<file path="src/rtl/range_rotation_cipher_macros.svh">
// Assertion macros for the range rotation cipher.
// Needs nothing else; the top level includes this header by name.
`ifndef RANGE_ROTATION_CIPHER_MACROS_SVH
`define RANGE_ROTATION_CIPHER_MACROS_SVH

// Antecedent implies consequent in the same cycle.
`define RRC_ASSERT_SAME(label, clk, rst_n, ante, cons) \
	label: assert property (@(posedge clk) disable iff (!rst_n) (ante) |-> (cons)) \
		else $error("range rotation cipher: same-cycle check failed");

// Antecedent implies consequent in the following cycle.
`define RRC_ASSERT_NEXT(label, clk, rst_n, ante, cons) \
	label: assert property (@(posedge clk) disable iff (!rst_n) (ante) |=> (cons)) \
		else $error("range rotation cipher: next-cycle check failed");

`endif

</file>
<file path="src/rtl/rrc_pkg.sv">
// Shared types and constants for the range rotation cipher.
// Depends on nothing; the top level imports it.
package rrc_pkg;

	localparam int CHAR_W     = 8;
	localparam int LEN_W      = CHAR_W + 1;
	localparam int CFG_IDX_W  = 3;
	localparam int CFG_DATA_W = 16;
	localparam int COUNT_W    = 3;
	localparam int NUM_RANGES = 4;
	localparam int MAX_RANGES = 4;
	localparam int ACTIVE_LIMIT = (MAX_RANGES < NUM_RANGES) ? MAX_RANGES : NUM_RANGES;
	localparam int STEP_W     = $clog2(CHAR_W);

	// Configuration register indexes.
	typedef enum logic [CFG_IDX_W-1:0] {
		REG_SHIFT    = 3'd0,
		REG_DECIPHER = 3'd1,
		REG_COUNT    = 3'd2,
		REG_RANGE0   = 3'd3,
		REG_RANGE1   = 3'd4,
		REG_RANGE2   = 3'd5,
		REG_RANGE3   = 3'd6
	} cfg_reg_t;

	typedef logic [CHAR_W-1:0] char_t;
	typedef logic [LEN_W-1:0]  len_t;

endpackage

</file>
<file path="src/rtl/range_rotation_cipher.sv">
// Range rotation cipher: three-stage byte pipeline with a per-range shift reducer.
// Depends on rrc_pkg and range_rotation_cipher_macros.svh.
//
//  Channel   Handshake              Payload
//  input     in_valid / in_ready    char_in   [7:0]
//  output    out_valid / out_ready  char_out  [7:0]
//  config    cfg_valid / cfg_ready  cfg_index [2:0], cfg_data [15:0]
//
// One byte is taken per cycle while the reducer is idle and stage 1 can load.
// Every configuration write restarts the shift reducer, a restoring remainder unit
// with one lane per range that retires one shift bit a cycle, so in_ready stays low
// until every shift bit is retired. Reset clears the key, the valid bits and the
// reduced shifts; the data registers of the pipeline are not reset.
// A stalled output holds each stage in place; bubbles are filled.
`include "range_rotation_cipher_macros.svh"

module range_rotation_cipher
	import rrc_pkg::*;
(
	input  logic                  clk,
	input  logic                  arst_n,
	input  logic                  in_valid,
	output logic                  in_ready,
	input  logic [CHAR_W-1:0]     char_in,
	output logic                  out_valid,
	input  logic                  out_ready,
	output logic [CHAR_W-1:0]     char_out,
	input  logic                  cfg_valid,
	output logic                  cfg_ready,
	input  logic [CFG_IDX_W-1:0]  cfg_index,
	input  logic [CFG_DATA_W-1:0] cfg_data
);

	// Configuration registers.
	char_t               shift_q;
	logic                decipher_q;
	logic [COUNT_W-1:0]  count_q;
	logic [2*CHAR_W-1:0] range_q [NUM_RANGES];

	// Shift reducer state.
	logic               busy_q;
	logic [STEP_W-1:0]  step_q;
	char_t              red_q [NUM_RANGES];

	// Pipeline registers.
	logic                  v_s1, v_s2, v_s3;
	char_t                 char_s1;
	logic [NUM_RANGES-1:0] hit_s1;
	char_t                 first_s2, off_s2, red_s2;
	len_t                  len_s2;
	logic                  dec_s2;
	char_t                 char_s3;

	logic  cfg_wr;
	logic  in_acc;
	logic  rdy1, rdy2, rdy3;
	char_t first_w [NUM_RANGES];
	char_t last_w  [NUM_RANGES];
	len_t  len_w   [NUM_RANGES];

	assign cfg_ready = 1'b1;
	assign cfg_wr    = cfg_valid && cfg_ready;

	// Configuration writes; an unknown index is ignored.
	always_ff @(posedge clk or negedge arst_n) begin
		if (!arst_n) begin
			shift_q    <= '0;
			decipher_q <= 1'b0;
			count_q    <= '0;
			for (int i = 0; i < NUM_RANGES; i++) begin
				range_q[i] <= '0;
			end
		end else if (cfg_wr) begin
			case (cfg_index)
				REG_SHIFT:    shift_q    <= cfg_data[CHAR_W-1:0];
				REG_DECIPHER: decipher_q <= cfg_data[0];
				REG_COUNT:    count_q    <= cfg_data[COUNT_W-1:0];
				REG_RANGE0:   range_q[0] <= cfg_data;
				REG_RANGE1:   range_q[1] <= cfg_data;
				REG_RANGE2:   range_q[2] <= cfg_data;
				REG_RANGE3:   range_q[3] <= cfg_data;
				default: ;
			endcase
		end
	end

	// Range bounds and lengths; a reversed range gets a meaningless length.
	always_comb begin
		for (int i = 0; i < NUM_RANGES; i++) begin
			first_w[i] = range_q[i][CHAR_W-1:0];
			last_w[i]  = range_q[i][2*CHAR_W-1:CHAR_W];
			len_w[i]   = {1'b0, last_w[i]} - {1'b0, first_w[i]} + LEN_W'(1);
		end
	end

	// Shift reducer: restoring remainder of the shift by each range length,
	// one shift bit per cycle from the top bit down.
	always_ff @(posedge clk or negedge arst_n) begin
		if (!arst_n) begin
			busy_q <= 1'b0;
			step_q <= '0;
			for (int i = 0; i < NUM_RANGES; i++) begin
				red_q[i] <= '0;
			end
		end else if (cfg_wr) begin
			busy_q <= 1'b1;
			step_q <= STEP_W'(CHAR_W - 1);
			for (int i = 0; i < NUM_RANGES; i++) begin
				red_q[i] <= '0;
			end
		end else if (busy_q) begin
			for (int i = 0; i < NUM_RANGES; i++) begin
				if ({red_q[i], shift_q[step_q]} >= len_w[i]) begin
					red_q[i] <= CHAR_W'({red_q[i], shift_q[step_q]} - len_w[i]);
				end else begin
					red_q[i] <= {red_q[i][CHAR_W-2:0], shift_q[step_q]};
				end
			end
			if (step_q == '0) begin
				busy_q <= 1'b0;
			end
			step_q <= step_q - STEP_W'(1);
		end
	end

	// Stage flow control: a stage loads when it is empty or its successor moves.
	assign rdy3     = !v_s3 || out_ready;
	assign rdy2     = !v_s2 || rdy3;
	assign rdy1     = !v_s1 || rdy2;
	assign in_ready = rdy1 && !busy_q;
	assign in_acc   = in_valid && in_ready;

	// Stage 1: range hit test for every active lane.
	always_ff @(posedge clk or negedge arst_n) begin
		if (!arst_n) begin
			v_s1 <= 1'b0;
		end else if (rdy1) begin
			v_s1 <= in_acc;
		end
	end

	always_ff @(posedge clk) begin
		if (in_acc) begin
			char_s1 <= char_in;
			for (int i = 0; i < NUM_RANGES; i++) begin
				hit_s1[i] <= (COUNT_W'(i) < count_q) && (i < ACTIVE_LIMIT)
					&& (last_w[i] >= first_w[i])
					&& (char_in >= first_w[i]) && (char_in <= last_w[i]);
			end
		end
	end

	// Stage 2: first hitting range wins; a miss becomes a length-one range at the byte.
	char_t sel_first, sel_off, sel_red;
	len_t  sel_len;

	always_comb begin
		sel_first = char_s1;
		sel_off   = '0;
		sel_red   = '0;
		sel_len   = LEN_W'(1);
		for (int i = NUM_RANGES - 1; i >= 0; i--) begin
			if (hit_s1[i]) begin
				sel_first = first_w[i];
				sel_off   = char_s1 - first_w[i];
				sel_red   = red_q[i];
				sel_len   = len_w[i];
			end
		end
	end

	always_ff @(posedge clk or negedge arst_n) begin
		if (!arst_n) begin
			v_s2 <= 1'b0;
		end else if (rdy2) begin
			v_s2 <= v_s1;
		end
	end

	always_ff @(posedge clk) begin
		if (v_s1 && rdy2) begin
			first_s2 <= sel_first;
			off_s2   <= sel_off;
			red_s2   <= sel_red;
			len_s2   <= sel_len;
			dec_s2   <= decipher_q;
		end
	end

	// Stage 3: rotate the offset within the range and add the range start back.
	len_t fwd_sum, new_off;

	always_comb begin
		fwd_sum = {1'b0, off_s2} + {1'b0, red_s2};
		if (dec_s2) begin
			if (off_s2 >= red_s2) begin
				new_off = {1'b0, off_s2 - red_s2};
			end else begin
				new_off = {1'b0, off_s2} + len_s2 - {1'b0, red_s2};
			end
		end else if (fwd_sum >= len_s2) begin
			new_off = fwd_sum - len_s2;
		end else begin
			new_off = fwd_sum;
		end
	end

	always_ff @(posedge clk or negedge arst_n) begin
		if (!arst_n) begin
			v_s3 <= 1'b0;
		end else if (rdy3) begin
			v_s3 <= v_s2;
		end
	end

	always_ff @(posedge clk) begin
		if (v_s2 && rdy3) begin
			char_s3 <= first_s2 + new_off[CHAR_W-1:0];
		end
	end

	assign out_valid = v_s3;
	assign char_out  = char_s3;

	// Checks on the reducer and the input gate.
	`RRC_ASSERT_SAME(a_busy_blocks_input, clk, arst_n, busy_q, !in_ready)
	`RRC_ASSERT_NEXT(a_write_starts_reducer, clk, arst_n, cfg_wr, busy_q && step_q == STEP_W'(CHAR_W - 1))
	`RRC_ASSERT_NEXT(a_reducer_finishes, clk, arst_n, busy_q && step_q == '0 && !cfg_wr, !busy_q)

endmodule
</file>
<file path="config.mk">
export PLATFORM = sky130hd
export DESIGN_NAME = range_rotation_cipher
export DESIGN_NICKNAME = d
export VERILOG_FILES = /design/src/rtl/rrc_pkg.sv /design/src/rtl/range_rotation_cipher.sv
export VERILOG_INCLUDE_DIRS = /design/src /design/src/rtl
export SDC_FILE = /design/constraint.sdc
export NUM_CORES = 1
export LEC_CHECK = 0
export BUFFER_PORTS_ARGS = -buffer_cell sky130_fd_sc_hd__buf_4
export CORE_MARGIN = 2
export CORE_UTILIZATION = 31
export DETAILED_ROUTE_END_ITERATION = 10
export GPL_TIMING_DRIVEN = 0
export PLACE_DENSITY = 0.47
export SLEW_MARGIN = 30
export SYNTH_ARGS = -nofsm -noshare
export SYNTH_HDL_FRONTEND = slang
export SYNTH_SLANG_ARGS = --single-unit
</file>
<file path="constraint.sdc">
create_clock -name clk -period 14.1 [get_ports clk]
set_input_delay 1.41 -clock clk [delete_from_list [all_inputs] [get_ports clk]]
set_output_delay 1.41 -clock clk [all_outputs]
set_load 0.02 [all_outputs]
</file>
==> run_summary.xml, run 1 <==
<?xml version="1.0" encoding="UTF-8"?>
<metrics>
  <group name="detailed_routing">
    <metric name="routed_wire_length_per_instance" unit="um">19.8</metric>
    <metric name="route.detailed.vias_per_inst" unit="">5.07</metric>
    <metric name="totalWireLength" unit="um">46000</metric>
    <metric name="post-route-drc-count" unit="">0</metric>
    <metric name="drtAntennaViolNets" unit="">0</metric>
    <metric name="detailedRoute.firstIterationViolations" unit="">622</metric>
    <metric name="detailroute.via_count" unit="">11788</metric>
    <metric name="drt_pass1_iterations" unit="">5</metric>
  </group>
  <group name="timing">
    <metric name="finalSetupViolCount" unit="">0</metric>
    <metric name="period_share" unit="%">41.7</metric>
    <metric name="slew_headroom" unit="%">35.3</metric>
    <metric name="final_hold_viol_count" unit="">0</metric>
    <metric name="final_total_negative_setup_slack" unit="ns">0</metric>
    <metric name="rsz0062_at_grt" unit="">no</metric>
    <metric name="max_slew.worst_pin.slew" unit="ns">0.971</metric>
    <metric name="finalCriticalPeriod" unit="ns">5.88</metric>
    <metric name="clock_skew" unit="ns">0.0128</metric>
    <metric name="highest_attainable_clock_frequency" unit="MHz">170</metric>
    <metric name="timing.final.max_slew_violations" unit="">0</metric>
  </group>
  <group name="clock_network">
    <metric name="cts.path.max_buffers" unit="">2</metric>
    <metric name="post-cts-setup-buffers" unit="">0</metric>
    <metric name="cts-buffers-inserted" unit="">17</metric>
    <metric name="worstSkewPairLatency" unit="ns">0.47</metric>
    <metric name="cts_root_buf" unit="">sky130_fd_sc_hd__clkbuf_16</metric>
    <metric name="clock-sinks" unit="">169</metric>
    <metric name="cts.htree.levels" unit="">4</metric>
    <metric name="cts_resized" unit="">0</metric>
    <metric name="cts_tree" unit="">yes</metric>
    <metric name="cts-hold-fix-buffers" unit="">0</metric>
    <metric name="cts.clk_slew.worst_paths" unit="ns">0.07</metric>
  </group>
  <group name="floorplanning">
    <metric name="floorplan.core_area" unit="mm2">0.0487</metric>
    <metric name="rows" unit="">81</metric>
    <metric name="pin_count" unit="">43</metric>
    <metric name="die_h" unit="um">226</metric>
    <metric name="initial_utilization" unit="%">31.2</metric>
    <metric name="die_ar" unit="mm2">0.0509</metric>
    <metric name="die_width" unit="um">226</metric>
  </group>
  <group name="layout">
    <metric name="drive_gt1_share" unit="%">10.0</metric>
    <metric name="mostFrequentLayoutCells" unit="">sky130_fd_sc_hd__ha_1, sky130_fd_sc_hd__inv_1, sky130_fd_sc_hd__a21oi_1</metric>
    <metric name="antenna-diode-count" unit="">0</metric>
    <metric name="postLayoutCellArea" unit="mm2">0.0170</metric>
    <metric name="layout.cells.most_common" unit="">sky130_fd_sc_hd__ha_1</metric>
    <metric name="fin_nets" unit="">1955</metric>
    <metric name="syn2layout_area_growth" unit="%">11.5</metric>
  </group>
  <group name="setup_path">
    <metric name="cp.required" unit="ns">14.31</metric>
    <metric name="worstPathArrival" unit="ns">6.09</metric>
    <metric name="worstPathMaxFanout" unit="">10</metric>
    <metric name="worstRegToRegCells" unit="">25</metric>
    <metric name="path_class" unit="">register to register</metric>
    <metric name="critical_path.startpoint_type" unit="">register</metric>
    <metric name="worstSetupEndpointType" unit="">register</metric>
  </group>
  <group name="placement">
    <metric name="hpwl" unit="um">38400</metric>
    <metric name="place_area" unit="mm2">0.0164</metric>
    <metric name="port_buffers" unit="">38</metric>
    <metric name="place_congestion" unit="">0.866</metric>
  </group>
  <group name="pwr">
    <metric name="vdd_ir_drop_max" unit="mV">0.0724</metric>
    <metric name="clock_power_share" unit="%">18.8</metric>
    <metric name="internal_power" unit="W">0.00142</metric>
    <metric name="power_switching" unit="W">0.00108</metric>
    <metric name="switching_share" unit="%">43.3</metric>
    <metric name="comb_power_share" unit="%">55.5</metric>
    <metric name="pwr_density_cell" unit="mW/mm2">147</metric>
    <metric name="seq_power_share" unit="%">25.7</metric>
    <metric name="leakagePower" unit="nW">7.79</metric>
  </group>
  <group name="synthesis">
    <metric name="synth_ff_type" unit="">sky130_fd_sc_hd__dfrtp_1</metric>
    <metric name="netlist_instances" unit="">1591</metric>
    <metric name="ys_async_sr_fraction" unit="%">68.0</metric>
    <metric name="flip_flop_and_latch_count_after_synthesis" unit="">169</metric>
    <metric name="cell_taking_the_most_area_after_synthesis" unit="">sky130_fd_sc_hd__ha_1</metric>
    <metric name="synth_top_cell_area_share" unit="%">19.6</metric>
    <metric name="synthDistinctLibCells" unit="">71</metric>
    <metric name="synthTopCellsByArea" unit="">sky130_fd_sc_hd__ha_1, sky130_fd_sc_hd__dfrtp_1, sky130_fd_sc_hd__edfxtp_1, sky130_fd_sc_hd__mux2_2, sky130_fd_sc_hd__fa_1</metric>
    <metric name="synth_area_per_cell" unit="um2">9.57</metric>
    <metric name="share_of_the_yosys_chip_area_belonging_to_registers" unit="%">29.6</metric>
    <metric name="synthesis.nets" unit="">1896</metric>
    <metric name="synth_edf_count" unit="">54</metric>
    <metric name="syn_area" unit="mm2">0.0152</metric>
    <metric name="ys_warn_count" unit="">0</metric>
  </group>
  <group name="worst_hold_path">
    <metric name="hold_depth" unit="">2</metric>
    <metric name="min_path_type" unit="">register to register</metric>
  </group>
  <group name="grt">
    <metric name="grt_pass1_wl" unit="um">70500</metric>
    <metric name="pin_count_of_the_biggest_net_entering_global_routing" unit="">63</metric>
    <metric name="grt-ovfl-total" unit="">0</metric>
    <metric name="number_of_antenna_violations_at_the_first_check_in_global_routing" unit="">0</metric>
    <metric name="via_count_of_the_first_global_routing_pass" unit="">11933</metric>
    <metric name="grt_util_all_layers" unit="%">18.8</metric>
  </group>
  <group name="outcome">
    <metric name="run_status" unit="">completed</metric>
  </group>
  <group name="job">
    <metric name="cap_violations" unit="">0</metric>
  </group>
</metrics>
[cell families (layout without fill, tap and decap cells)]
logic type | after synthesis | in the layout | share of synthesized area, %
other | 1 | 1 | 0.0246
DFF | 169 | 169 | 29.6
xor gates and xnor gates | 91 | 91 | 5.24
adders and majority gates | 273 | 273 | 24.2
and+or+nand+nor | 323 | 323 | 10.5
buffers and inverters | 213 | 285 | 5.43
AOI/OAI and AO/OA | 428 | 428 | 18.3
muxes | 93 | 93 | 6.81
[final cells by class]
cell class | count | area [um2]
Clock inverter | 10 | 95.1
Tap cell | 664 | 831
Fill cell | 5039 | 31800
Buffer | 51 | 218
Inverter | 162 | 608
Clock buffer | 22 | 474
Timing Repair Buffer | 40 | 340
Sequential cell | 169 | 4500
Multi-Input combinational cell | 1209 | 9910
[synth_stat cells, types with 13 or more instances]
master,count
sky130_fd_sc_hd__ha_1,238
sky130_fd_sc_hd__inv_1,162
sky130_fd_sc_hd__a21oi_1,129
sky130_fd_sc_hd__dfrtp_1,115
sky130_fd_sc_hd__nor2_1,103
sky130_fd_sc_hd__o21ai_0,83
sky130_fd_sc_hd__mux2_2,64
sky130_fd_sc_hd__nand2_1,63
sky130_fd_sc_hd__xnor2_1,62
sky130_fd_sc_hd__a211oi_1,54
sky130_fd_sc_hd__edfxtp_1,54
sky130_fd_sc_hd__a21o_1,39
sky130_fd_sc_hd__nand2b_1,36
sky130_fd_sc_hd__nor2b_1,36
sky130_fd_sc_hd__fa_1,35
sky130_fd_sc_hd__clkbuf_1,34
sky130_fd_sc_hd__xor2_1,29
sky130_fd_sc_hd__mux2i_1,27
sky130_fd_sc_hd__o21a_1,23
sky130_fd_sc_hd__nor3_1,20
sky130_fd_sc_hd__o21bai_1,20
sky130_fd_sc_hd__nand3_1,13
[final timing paths]
check	startpoint	end	slack (ns)
worst max-delay path	off_s2[0]	char_out[7]	8.22
worst min-delay path	v_s2	out_valid	0.48
worst max register to register	off_s2[0]	char_out[7]	8.22
worst min register to register	v_s2	out_valid	0.48
max in group asynchronous	arst_n	red_q[30]	12.52
min in group asynchronous	arst_n	last_w[5]	0.87
[critical path, cell delays in order, from the launching register on]
cell,delay [ns]
sky130_fd_sc_hd__edfxtp_1,0.44
sky130_fd_sc_hd__ha_1,0.24
sky130_fd_sc_hd__inv_1,0.07
sky130_fd_sc_hd__fa_1,0.21
sky130_fd_sc_hd__o21bai_1,0.09
sky130_fd_sc_hd__a21oi_1,0.24
sky130_fd_sc_hd__o21bai_1,0.10
sky130_fd_sc_hd__a21oi_1,0.26
sky130_fd_sc_hd__xor2_1,0.23
sky130_fd_sc_hd__ha_1,0.31
sky130_fd_sc_hd__and2_1,0.20
sky130_fd_sc_hd__nand4_1,0.12
sky130_fd_sc_hd__a21oi_1,0.08
sky130_fd_sc_hd__or2_2,0.32
sky130_fd_sc_hd__a41oi_4,0.23
sky130_fd_sc_hd__buf_4,0.22
sky130_fd_sc_hd__mux2_2,0.34
sky130_fd_sc_hd__o21ai_0,0.48
sky130_fd_sc_hd__ha_1,0.35
sky130_fd_sc_hd__a21o_1,0.18
sky130_fd_sc_hd__a21oi_1,0.20
sky130_fd_sc_hd__o21bai_1,0.08
sky130_fd_sc_hd__a21oi_1,0.21
sky130_fd_sc_hd__o21ai_0,0.14
sky130_fd_sc_hd__xnor2_1,0.15
sky130_fd_sc_hd__xnor2_1,0.13
[power groups by stage]
stage / combinational (W) / sequential (W) / clock [W]
floorplan: 0.00101 / 0.000627 / 0
global placement: 0.00138 / 0.000651 / 0
detailed placement: 0.00139 / 0.000653 / 0
CTS: 0.00140 / 0.000643 / 0.000483
global route: 0.00155 / 0.000653 / 0.000504
finish: 0.00139 / 0.000644 / 0.000470
[flip-flops by register name, summed over array words and instances (netlist names), 4 cells and up]
register  count
red_q        32
shift_q       8
off_s2        8
hit_s1        4
red_s2        8
char_out      8
first_w      32
char_s1       8
len_s2        9
first_s2      8
last_w       32
[per-layer routing]
layer | part of all wire [%] | vias up | GRT usage [%]
met5 | 0 | - | 0
met4 | 1.9 | 0 | 4.72
met3 | 3.5 | 45 | 2.91
met2 | 49 | 200 | 32.4
met1 | 46 | 5758 | 24.5
li1 | - | 5785 | -
[metrics by stage]
step / util (%) / total power, W / worst slack [ns] / instances / hold WS, ns
2_1_floorplan: - / 0.00163 / 9.03 / 1591 / 0.419
3_3_place_gp: 33.5 / 0.00203 / 8.14 / 2293 / 0.462
3_5_place_dp: 33.6 / 0.00205 / 8.20 / 2295 / 0.470
4_1_cts: 34.8 / 0.00253 / 8.18 / 2327 / 0.487
5_1_grt: 34.8 / 0.00271 / 7.86 / 2327 / 0.515
6_report: 34.8 / 0.00250 / 8.22 / 2327 / 0.475
No activity file was read; power rests on OpenSTA's default activity.
==> run 2, diff against run 1 <==
--- a/config.mk
+++ b/config.mk
@@ -11,7 +11,7 @@
 export CORE_UTILIZATION = 31
 export DETAILED_ROUTE_END_ITERATION = 10
 export GPL_TIMING_DRIVEN = 0
-export PLACE_DENSITY = 0.47
+export PLACE_DENSITY = 0.49
 export SLEW_MARGIN = 30
 export SYNTH_ARGS = -nofsm -noshare
 export SYNTH_HDL_FRONTEND = slang
==> constraint.sdc (replaced) <==
create_clock -name clk -period 4.94 [get_ports clk]
set_input_delay 0.494 -clock clk [delete_from_list [all_inputs] [get_ports clk]]
set_output_delay 0.494 -clock clk [all_outputs]
set_load 0.02 [all_outputs]
==> run 2 against run 1 <==
Compared with the run above:
- die area unchanged
- global-route usage decreased by 0.099 points
- core utilization increased by 0.80 points
- via count increased by 0.90%
- sequential share of layout area decreased by 0.59 points
- total power increased to 2.9 times the previous value
- largest power group unchanged
==> run_summary.xml, run 2 (synthesis results as in run 1) <==
<?xml version="1.0" encoding="UTF-8"?>
<metrics>
  <group name="timing">
    <metric name="slew_headroom" unit="%">33.7</metric>
    <metric name="highest_attainable_clock_frequency" unit="MHz">203</metric>
    <metric name="timing.final.max_slew_violations" unit="">0</metric>
    <metric name="finalSetupViolCount" unit="">0</metric>
    <metric name="max_slew.worst_pin.slew" unit="ns">0.995</metric>
    <metric name="final_hold_viol_count" unit="">0</metric>
    <metric name="rsz0062_at_grt" unit="">yes</metric>
    <metric name="period_share" unit="%">99.8</metric>
    <metric name="finalCriticalPeriod" unit="ns">4.93</metric>
    <metric name="clock_skew" unit="ns">0.0109</metric>
  </group>
  <group name="grt">
    <metric name="grt_pass1_wl" unit="um">70700</metric>
    <metric name="via_count_of_the_first_global_routing_pass" unit="">12263</metric>
    <metric name="number_of_antenna_violations_at_the_first_check_in_global_routing" unit="">0</metric>
    <metric name="grt_util_all_layers" unit="%">18.7</metric>
    <metric name="grt-ovfl-total" unit="">0</metric>
    <metric name="pin_count_of_the_biggest_net_entering_global_routing" unit="">65</metric>
  </group>
  <group name="floorplanning">
    <metric name="die_width" unit="um">226</metric>
    <metric name="die_ar" unit="mm2">0.0509</metric>
    <metric name="rows" unit="">81</metric>
    <metric name="floorplan.core_area" unit="mm2">0.0487</metric>
    <metric name="pin_count" unit="">43</metric>
    <metric name="die_h" unit="um">226</metric>
    <metric name="initial_utilization" unit="%">31.2</metric>
  </group>
  <group name="worst_hold_path">
    <metric name="min_path_type" unit="">input pin to register</metric>
    <metric name="hold_depth" unit="">1</metric>
    <metric name="min_from" unit="">char_in[0]</metric>
    <metric name="worstHoldEndpoint" unit="">char_s1[0]</metric>
  </group>
  <group name="clock_network">
    <metric name="cts_tree" unit="">yes</metric>
    <metric name="cts.htree.levels" unit="">4</metric>
    <metric name="cts.clk_slew.worst_paths" unit="ns">0.07</metric>
    <metric name="worstSkewPairLatency" unit="ns">0.47</metric>
    <metric name="cts_root_buf" unit="">sky130_fd_sc_hd__clkbuf_16</metric>
    <metric name="cts.path.max_buffers" unit="">2</metric>
    <metric name="cts-buffers-inserted" unit="">17</metric>
    <metric name="clock-sinks" unit="">169</metric>
  </group>
  <group name="setup_path">
    <metric name="worstPathMaxFanout" unit="">4</metric>
    <metric name="cp.required" unit="ns">5.15</metric>
    <metric name="worstPathArrival" unit="ns">5.14</metric>
    <metric name="path_class" unit="">register to register</metric>
    <metric name="worst_r2r_startpoint" unit="">off_s2[1]</metric>
    <metric name="r2r-end" unit="">char_out[7]</metric>
    <metric name="worstRegToRegCells" unit="">21</metric>
    <metric name="worstSetupEndpointType" unit="">register</metric>
    <metric name="critical_path.startpoint_type" unit="">register</metric>
    <metric name="worst-r2r-setup-slack" unit="ns">0.01</metric>
  </group>
  <group name="detailed_routing">
    <metric name="routed_wire_length_per_instance" unit="um">19.5</metric>
    <metric name="totalWireLength" unit="um">46000</metric>
    <metric name="detailroute.via_count" unit="">11894</metric>
    <metric name="detailedRoute.firstIterationViolations" unit="">665</metric>
    <metric name="drt_pass1_iterations" unit="">5</metric>
    <metric name="post-route-drc-count" unit="">0</metric>
    <metric name="drtAntennaViolNets" unit="">0</metric>
    <metric name="route.detailed.vias_per_inst" unit="">5.05</metric>
  </group>
  <group name="layout">
    <metric name="fin_nets" unit="">1984</metric>
    <metric name="postLayoutCoreUtil" unit="%">35.6</metric>
    <metric name="mostFrequentLayoutCells" unit="">sky130_fd_sc_hd__ha_1, sky130_fd_sc_hd__inv_1, sky130_fd_sc_hd__a21oi_1</metric>
    <metric name="syn2layout_area_growth" unit="%">14.1</metric>
    <metric name="layout.cells.most_common" unit="">sky130_fd_sc_hd__ha_1</metric>
    <metric name="drive_gt1_share" unit="%">13.4</metric>
    <metric name="n_fill_cell" unit="">5015</metric>
  </group>
  <group name="outcome">
    <metric name="run_status" unit="">completed</metric>
  </group>
  <group name="pwr">
    <metric name="totalPowerFinal" unit="W">0.00717</metric>
    <metric name="vdd_ir_drop_max" unit="mV">0.200</metric>
    <metric name="pwr_density_cell" unit="mW/mm2">413</metric>
    <metric name="leakagePower" unit="nW">7.96</metric>
  </group>
  <group name="placement">
    <metric name="place_congestion" unit="">0.877</metric>
    <metric name="hpwl" unit="um">37900</metric>
    <metric name="port_buffers" unit="">38</metric>
  </group>
  <group name="job">
    <metric name="cap_violations" unit="">0</metric>
  </group>
</metrics>
run 2: repair_timing:
action	CTS	global route
cloned	0	0
resized for setup	21	15
endpoints found under the setup margin	5	5
endpoints found under the hold margin	51	0
hold buffers	1	0
pin swaps	22	21
buffers inserted	27	5
run 2: area by class of cell:
| cell class | count | area (um2) | share of cell area (%) |
|---|---|---|---|
| multi-input combinational | 1209 | 10100 | 58.0 |
| sequential | 169 | 4500 | 25.9 |
| tap | 664 | 831 | 4.79 |
| inverter | 162 | 608 | 3.50 |
| timing repair buffer | 69 | 552 | 3.18 |
| clock buffer | 19 | 443 | 2.55 |
| buffer | 51 | 221 | 1.28 |
| clock inverter | 13 | 135 | 0.778 |
| antenna | 1 | 2.50 | 0.0144 |
run 2: critical path, stage by stage (launching register included):
cell	delay, ns
sky130_fd_sc_hd__edfxtp_1	0.44
sky130_fd_sc_hd__buf_4	0.19
sky130_fd_sc_hd__ha_1	0.32
sky130_fd_sc_hd__nor2b_1	0.06
sky130_fd_sc_hd__o21bai_1	0.21
sky130_fd_sc_hd__nand2b_1	0.10
sky130_fd_sc_hd__xnor2_1	0.27
sky130_fd_sc_hd__ha_1	0.34
sky130_fd_sc_hd__and3_1	0.20
sky130_fd_sc_hd__a221o_2	0.43
sky130_fd_sc_hd__a41oi_4	0.26
sky130_fd_sc_hd__buf_6	0.14
sky130_fd_sc_hd__mux2_4	0.31
sky130_fd_sc_hd__o21ai_4	0.19
sky130_fd_sc_hd__ha_4	0.23
sky130_fd_sc_hd__a21o_1	0.17
sky130_fd_sc_hd__a21oi_2	0.16
sky130_fd_sc_hd__o21bai_1	0.10
sky130_fd_sc_hd__a21oi_2	0.19
sky130_fd_sc_hd__o21ai_2	0.09
sky130_fd_sc_hd__xnor2_2	0.15
sky130_fd_sc_hd__xnor2_1	0.12
run 2: how the worst max path moves through the flow:
stage	from	end	slack, ns
floorplan	off_s2[1]	char_out[7]	0.02
finish	off_s2[1]	char_out[7]	0.01
global route	off_s2[0]	char_out[7]	-0.25
global placement	off_s2[0]	char_out[7]	-0.69
CTS	red_s2[0]	char_out[7]	-0.09
detailed placement	red_s2[0]	char_out[7]	-0.79
run 2: per-stage QoR:
step	std cells	setup WS [ns]	setup TNS, ns	hold slack [ns]	cell area (um2)
CTS	2354	-0.0855	-0.0994	0.206	17300
global placement	2293	-0.692	-1.57	0.463	16300
global route	2356	-0.247	-0.407	0.204	17400
detailed placement	2294	-0.786	-1.74	0.449	16400
finish	2357	0.0122	0	0.230	17400
floorplan	1591	0.0157	0	0.198	15200
run 2: where the power goes:
| part | leakage (nW) | internal [W] | switching (W) | total, W |
|---|---|---|---|---|
| Combinational | 5.75 | 0.00168 | 0.00229 | 0.00397 |
| Clock | 0.285 | 0.000721 | 0.000640 | 0.00136 |
| Sequential | 1.92 | 0.00164 | 0.000194 | 0.00184 |
run 2: routing by layer:
layer  wire length (um)  share of wire (%)  track usage, %
met3               1740                3.8            3.33
met5                  0                  0               0
met4                730                1.6            4.17
met1              21100                 46            24.2
met2              22400                 49            32.3
